[src/thrf_pkg.sv]
// Types and constants for the touch hit region finder.
// Used by thrf_cell, touch_hit_region_finder and thrf_checker; depends on nothing.
package thrf_pkg;

   localparam int REQ_DATA_W = 56;
   localparam int REQ_USER_W = 3;
   localparam int RSP_DATA_W = 8;

   localparam logic CMD_WRITE = 1'b0;
   localparam logic CMD_QUERY = 1'b1;

   localparam logic [1:0] KIND_RECT   = 2'd0;
   localparam logic [1:0] KIND_CIRCLE = 2'd1;
   localparam logic [1:0] KIND_END    = 2'd2;

   // region payload: a = top/center x, b = bottom/center y, c = left/radius, d = right
   typedef struct packed {
      logic [7:0] a;
      logic [7:0] b;
      logic [7:0] c;
      logic [7:0] d;
   } thrf_vals_type;

   // scan token walking down the cell chain
   typedef struct packed {
      logic       valid;
      logic       done;
      logic       found;
      logic [3:0] index;
      logic [7:0] px;
      logic [7:0] py;
   } thrf_token_type;

endpackage

[src/thrf_cell.sv]
// One table slot of the hit region finder: holds its region and tests the
// passing scan token against it. Depends on thrf_pkg.
module thrf_cell
   import thrf_pkg::*;
#(
   parameter int INDEX = 0
) (
   input  logic           clock,
   input  logic           reset,
   input  logic           wr_en,
   input  logic [3:0]     wr_index,
   input  logic [1:0]     wr_kind,
   input  thrf_vals_type  wr_vals,
   input  thrf_token_type tok_in,
   output thrf_token_type tok_out
);

   localparam logic [3:0] INDEX_LO = 4'(INDEX);

   logic [1:0]     kind_ff;
   thrf_vals_type  vals_ff;
   thrf_token_type tok_ff, tok_next_in;

   logic       sel;
   logic [8:0] dxl, dwx, dyt, dhy;
   logic       rect_hit;
   logic [8:0] cdx, cdy;
   logic [7:0] mx, my;
   logic [15:0] sqx, sqy, rsq;
   logic [16:0] dsq;
   logic       circ_hit, hit;

   assign sel = wr_en && (int'(wr_index) == INDEX);

   always_comb begin
      dxl = {1'b0, tok_in.px} - {1'b0, vals_ff.c};
      dwx = {1'b0, vals_ff.d} - {1'b0, vals_ff.c};
      dyt = {1'b0, tok_in.py} - {1'b0, vals_ff.a};
      dhy = {1'b0, vals_ff.b} - {1'b0, vals_ff.a};
      // wrapped 9-bit differences compare as unsigned values
      rect_hit = (dxl < dwx) && (dyt < dhy);

      cdx = {1'b0, vals_ff.a} - {1'b0, tok_in.px};
      cdy = {1'b0, vals_ff.b} - {1'b0, tok_in.py};
      mx = cdx[8] ? 8'(-cdx) : cdx[7:0];
      my = cdy[8] ? 8'(-cdy) : cdy[7:0];
      sqx = 16'(mx) * 16'(mx);
      sqy = 16'(my) * 16'(my);
      rsq = 16'(vals_ff.c) * 16'(vals_ff.c);
      dsq = {1'b0, sqx} + {1'b0, sqy};
      circ_hit = dsq < {1'b0, rsq};

      hit = (kind_ff == KIND_CIRCLE) ? circ_hit : rect_hit;
   end

   always_comb begin
      tok_next_in = tok_in;
      if (!tok_in.done) begin
         if (kind_ff == KIND_END) begin
            tok_next_in.done = 1'b1;
         end else if (hit) begin
            tok_next_in.done  = 1'b1;
            tok_next_in.found = 1'b1;
            tok_next_in.index = INDEX_LO;
         end
      end
   end

   always_ff @(posedge clock) begin
      if (reset) begin
         kind_ff      <= KIND_END;
         tok_ff.valid <= 1'b0;
      end else begin
         if (sel) begin
            kind_ff <= wr_kind;
         end
         tok_ff.valid <= tok_next_in.valid;
      end
      if (sel) begin
         vals_ff <= wr_vals;
      end
      tok_ff.done  <= tok_next_in.done;
      tok_ff.found <= tok_next_in.found;
      tok_ff.index <= tok_next_in.index;
      tok_ff.px    <= tok_next_in.px;
      tok_ff.py    <= tok_next_in.py;
   end

   assign tok_out = tok_ff;

endmodule

[config.mk]
export PLATFORM = sky130hd
export DESIGN_NAME = thrf_cell
export DESIGN_NICKNAME = d
export VERILOG_FILES = /design/src/thrf_pkg.sv /design/src/thrf_cell.sv
export SDC_FILE = /design/constraint.sdc
export NUM_CORES = 1
export LEC_CHECK = 0
export ABC_AREA = 1
export ABC_CLOCK_PERIOD_IN_PS = 8000
export BUFFER_PORTS_ARGS = -buffer_cell sky130_fd_sc_hd__buf_2
export CORE_UTILIZATION = 57
export DETAILED_ROUTE_END_ITERATION = 7
export PLACE_DENSITY = 0.8
export SKIP_CTS_REPAIR_TIMING = 1
export SYNTH_ARGS = -nofsm -noshare
export SYNTH_HDL_FRONTEND = slang
export SYNTH_SLANG_ARGS = --single-unit
[constraint.sdc]
create_clock -name clock -period 8 [get_ports clock]
set_clock_uncertainty 0.05 [all_clocks]
set_input_delay 0.8 -clock clock [delete_from_list [all_inputs] [get_ports clock]]
set_output_delay 0.8 -clock clock [all_outputs]
set_load 0.01 [all_outputs]
==> summary.md <==
| Metric | Value |
|---|---|
| Run status | `finished with violations` |
| Violated checks | `setup timing` |
| Pre-CTS setup slack | `-0.611 ns` |
| Fin worst setup slack | `-0.0726 ns` |
| Setup TNS | `-0.283 ns` |
| Fin nets | `1741` |
| H-tree depth | `3` |
| Chip height | `132 µm` |
| DR vias/cell | `5.27` |
| FF+latch count, synth | `57` |
| Final min period | `8.07 ns` |
| Initial DRC count | `378` |
| Avg Inst Size Synth | `8.24 µm²` |
| Initial antenna violation count | `0` |
| Count of pins over their slew limit | `0` |
| Final setup violating endpoints | `6` |
| CTS clk-pin slew, worst paths | `0.05 ns` |
| Worst Max-Slew Pin Slew | `0.718 ns` |
| CP max stage delay | `0.54 ns` |
| Die ar. | `17500 µm²` |
| Final Wtd Congestion | `0.870` |
| Post-synth top area cell | `fa_1` |
| Number of CTS-inserted buffers | `9` |
| Most frequent cells in the layout | `inv_1, nand2_1, ha_1` |
| Max Cap Viol | `0` |
| Area share of the largest cell type after synthesis | `22.1%` |
| Core area | `16600 µm²` |
| Share of layout cells above drive strength 1 | `26.3%` |
| Mapped cell area | `9690 µm²` |
| Synthesized Nets | `1512` |
| Initial Utilization | `58.4%` |
| HP Class | `reg2reg` |
| Slew HR | `52.2%` |
| Total gr overflow | `0` |
| Critical Path Start Type | `primary input` |
| First-pass GRT wire length | `38200 µm` |
| Unrepaired setup endpoints after global routing | `true` |
| Top cells by area, synth | `fa_1, ha_1, inv_1` |
| DR pass1 iterations | `6` |
| Yosys cell types | `45` |
| CTS tree | `built` |
| Tcrit/Tclk final | `101%` |
| Detailed Place HPWL | `18600 µm` |
| Largest net degree at the start of global routing | `36` |
| Worst-case clock buffer depth | `2` |
| IO Count | `87` |
| Post-Route WL | `24800 µm` |
| Crit path top cell by count | `nand2_1` |
| Vias in the first global route | `8841` |
| Root buf cell | `clkbuf_16` |
| Worst path arrival time | `8.21 ns` |
| Number of remaining DRC errors | `0` |
| Commonest non-fill, non-tap cell in the layout | `inv_1` |
| Fmax | `0.124 GHz` |
| Hold Fails Final Rpt | `0` |
| Syn. warnings | `0` |
| Setup CP Type | `in2reg` |
| Critical path endpoint category | `register` |
| Sequential fraction of the synthesis area | `15.1%` |
| Row Count | `47` |
| Synth-to-layout area growth | `25.9%` |
| Crit path buf inv count | `12` |
| # diodes | `0` |
| Port Buffers | `86` |
| CP top delay family | `adder cells` |
| Total number of vias | `8584` |
| Antenna Nets Post-Route | `0` |
| Routed len/inst | `15.2 µm` |
| All-Layer GR Usage | `26.9%` |
| Clock sinks | `57` |
| Worst-path maximum fanout | `5` |
| CP required | `8.14 ns` |
| Synth Instances | `1176` |
| Die width | `132 µm` |
| Slowest stage cell, crit path | `fa_2` |
| Worst skew pair latency | `0.33 ns` |
==> tightest hold or removal path, stage by stage (launching register included) <==
cell      delay [ns]
dfxtp_1         0.32
inv_1           0.08
a211oi_1        0.07
==> Yosys cell counts <==
library cell,n
nor2_4,1
o211ai_2,1
nand3_1,37
a21o_1,7
o21ai_2,2
nor3_2,1
o221ai_1,1
fa_1,107
o21ai_0,22
or2_2,3
inv_1,289
o21bai_1,9
or2_0,1
o21a_1,1
buf_6,1
a31oi_1,6
nor3_1,7
edfxtp_1,32
nor2_1,65
inv_2,9
xor2_1,38
nand2_2,7
a21oi_2,1
dfxtp_1,25
nand4_1,7
nor4_1,1
xnor2_2,1
xnor2_1,29
and3_1,1
a21oi_1,72
o2111ai_1,4
nand2_1,188
nand3_2,1
clkbuf_1,11
or2_4,1
or2_1,3
a211oi_1,1
nand2_4,2
ha_1,165
o21ai_1,1
o31ai_1,2
xor2_2,3
nor2_2,2
o211ai_1,3
nand3b_1,5
==> per-layer routing <==
metal	track usage, %	wire length [µm]
met2	49.8	13300
met5	0	0
met1	32.4	9770
met4	9.07	720
met3	2.69	997
==> registers in the layout (all words and copies together) (netlist names) <==
register / flops
vals_ff: 32
tok_out: 23
kind_ff: 2
==> layout make-up <==
class / count / area [µm²]
inverters: 298 / 1130
fillers: 1117 / 4390
flip-flops and latches: 57 / 1460
repair buffers: 230 / 1530
clock buffers: 14 / 318
clock inverters: 2 / 11.3
well taps: 220 / 275
multi-input cells: 809 / 7470
==> worst paths after layout <==
kind | from | slack (ns) | depth (start not counted) | endpoint
worst min register to register | kind_ff[0] | 0.46 | 2 | kind_ff[0]
worst min-delay path | kind_ff[0] | 0.46 | 2 | kind_ff[0]
worst max register to register | vals_ff[24] | -0.04 | 44 | tok_out[21]
worst max-delay path | tok_in[10] | -0.07 | 44 | tok_out[21]
==> metrics by stage <==
stage,hold WS [ns],instance area (µm²),util (%),instances
global route,0.490,12200,73.5,1630
CTS,0.460,11600,70.2,1616
finish,0.461,12200,73.5,1630
detailed placement,0.426,11300,68.2,1600
floorplan,0.402,9690,-,1176
global placement,0.425,11300,68.2,1600
==> cell families (layout without fill, tap and decap cells) <==
kind of cell    after synthesis  in the layout  share of synthesized area (%)
simple gates                333            333                           14.7
buf+inv                     310            544                           12.1
fa+ha+maj                   272            272                           43.4
flops                        57             57                           15.1
xor+xnor                     71             71                           6.73
compound gates              133            133                           7.93
Power is not shown: default switching activity piles up to over one toggle a cycle in this logic, so the estimate is an artifact.
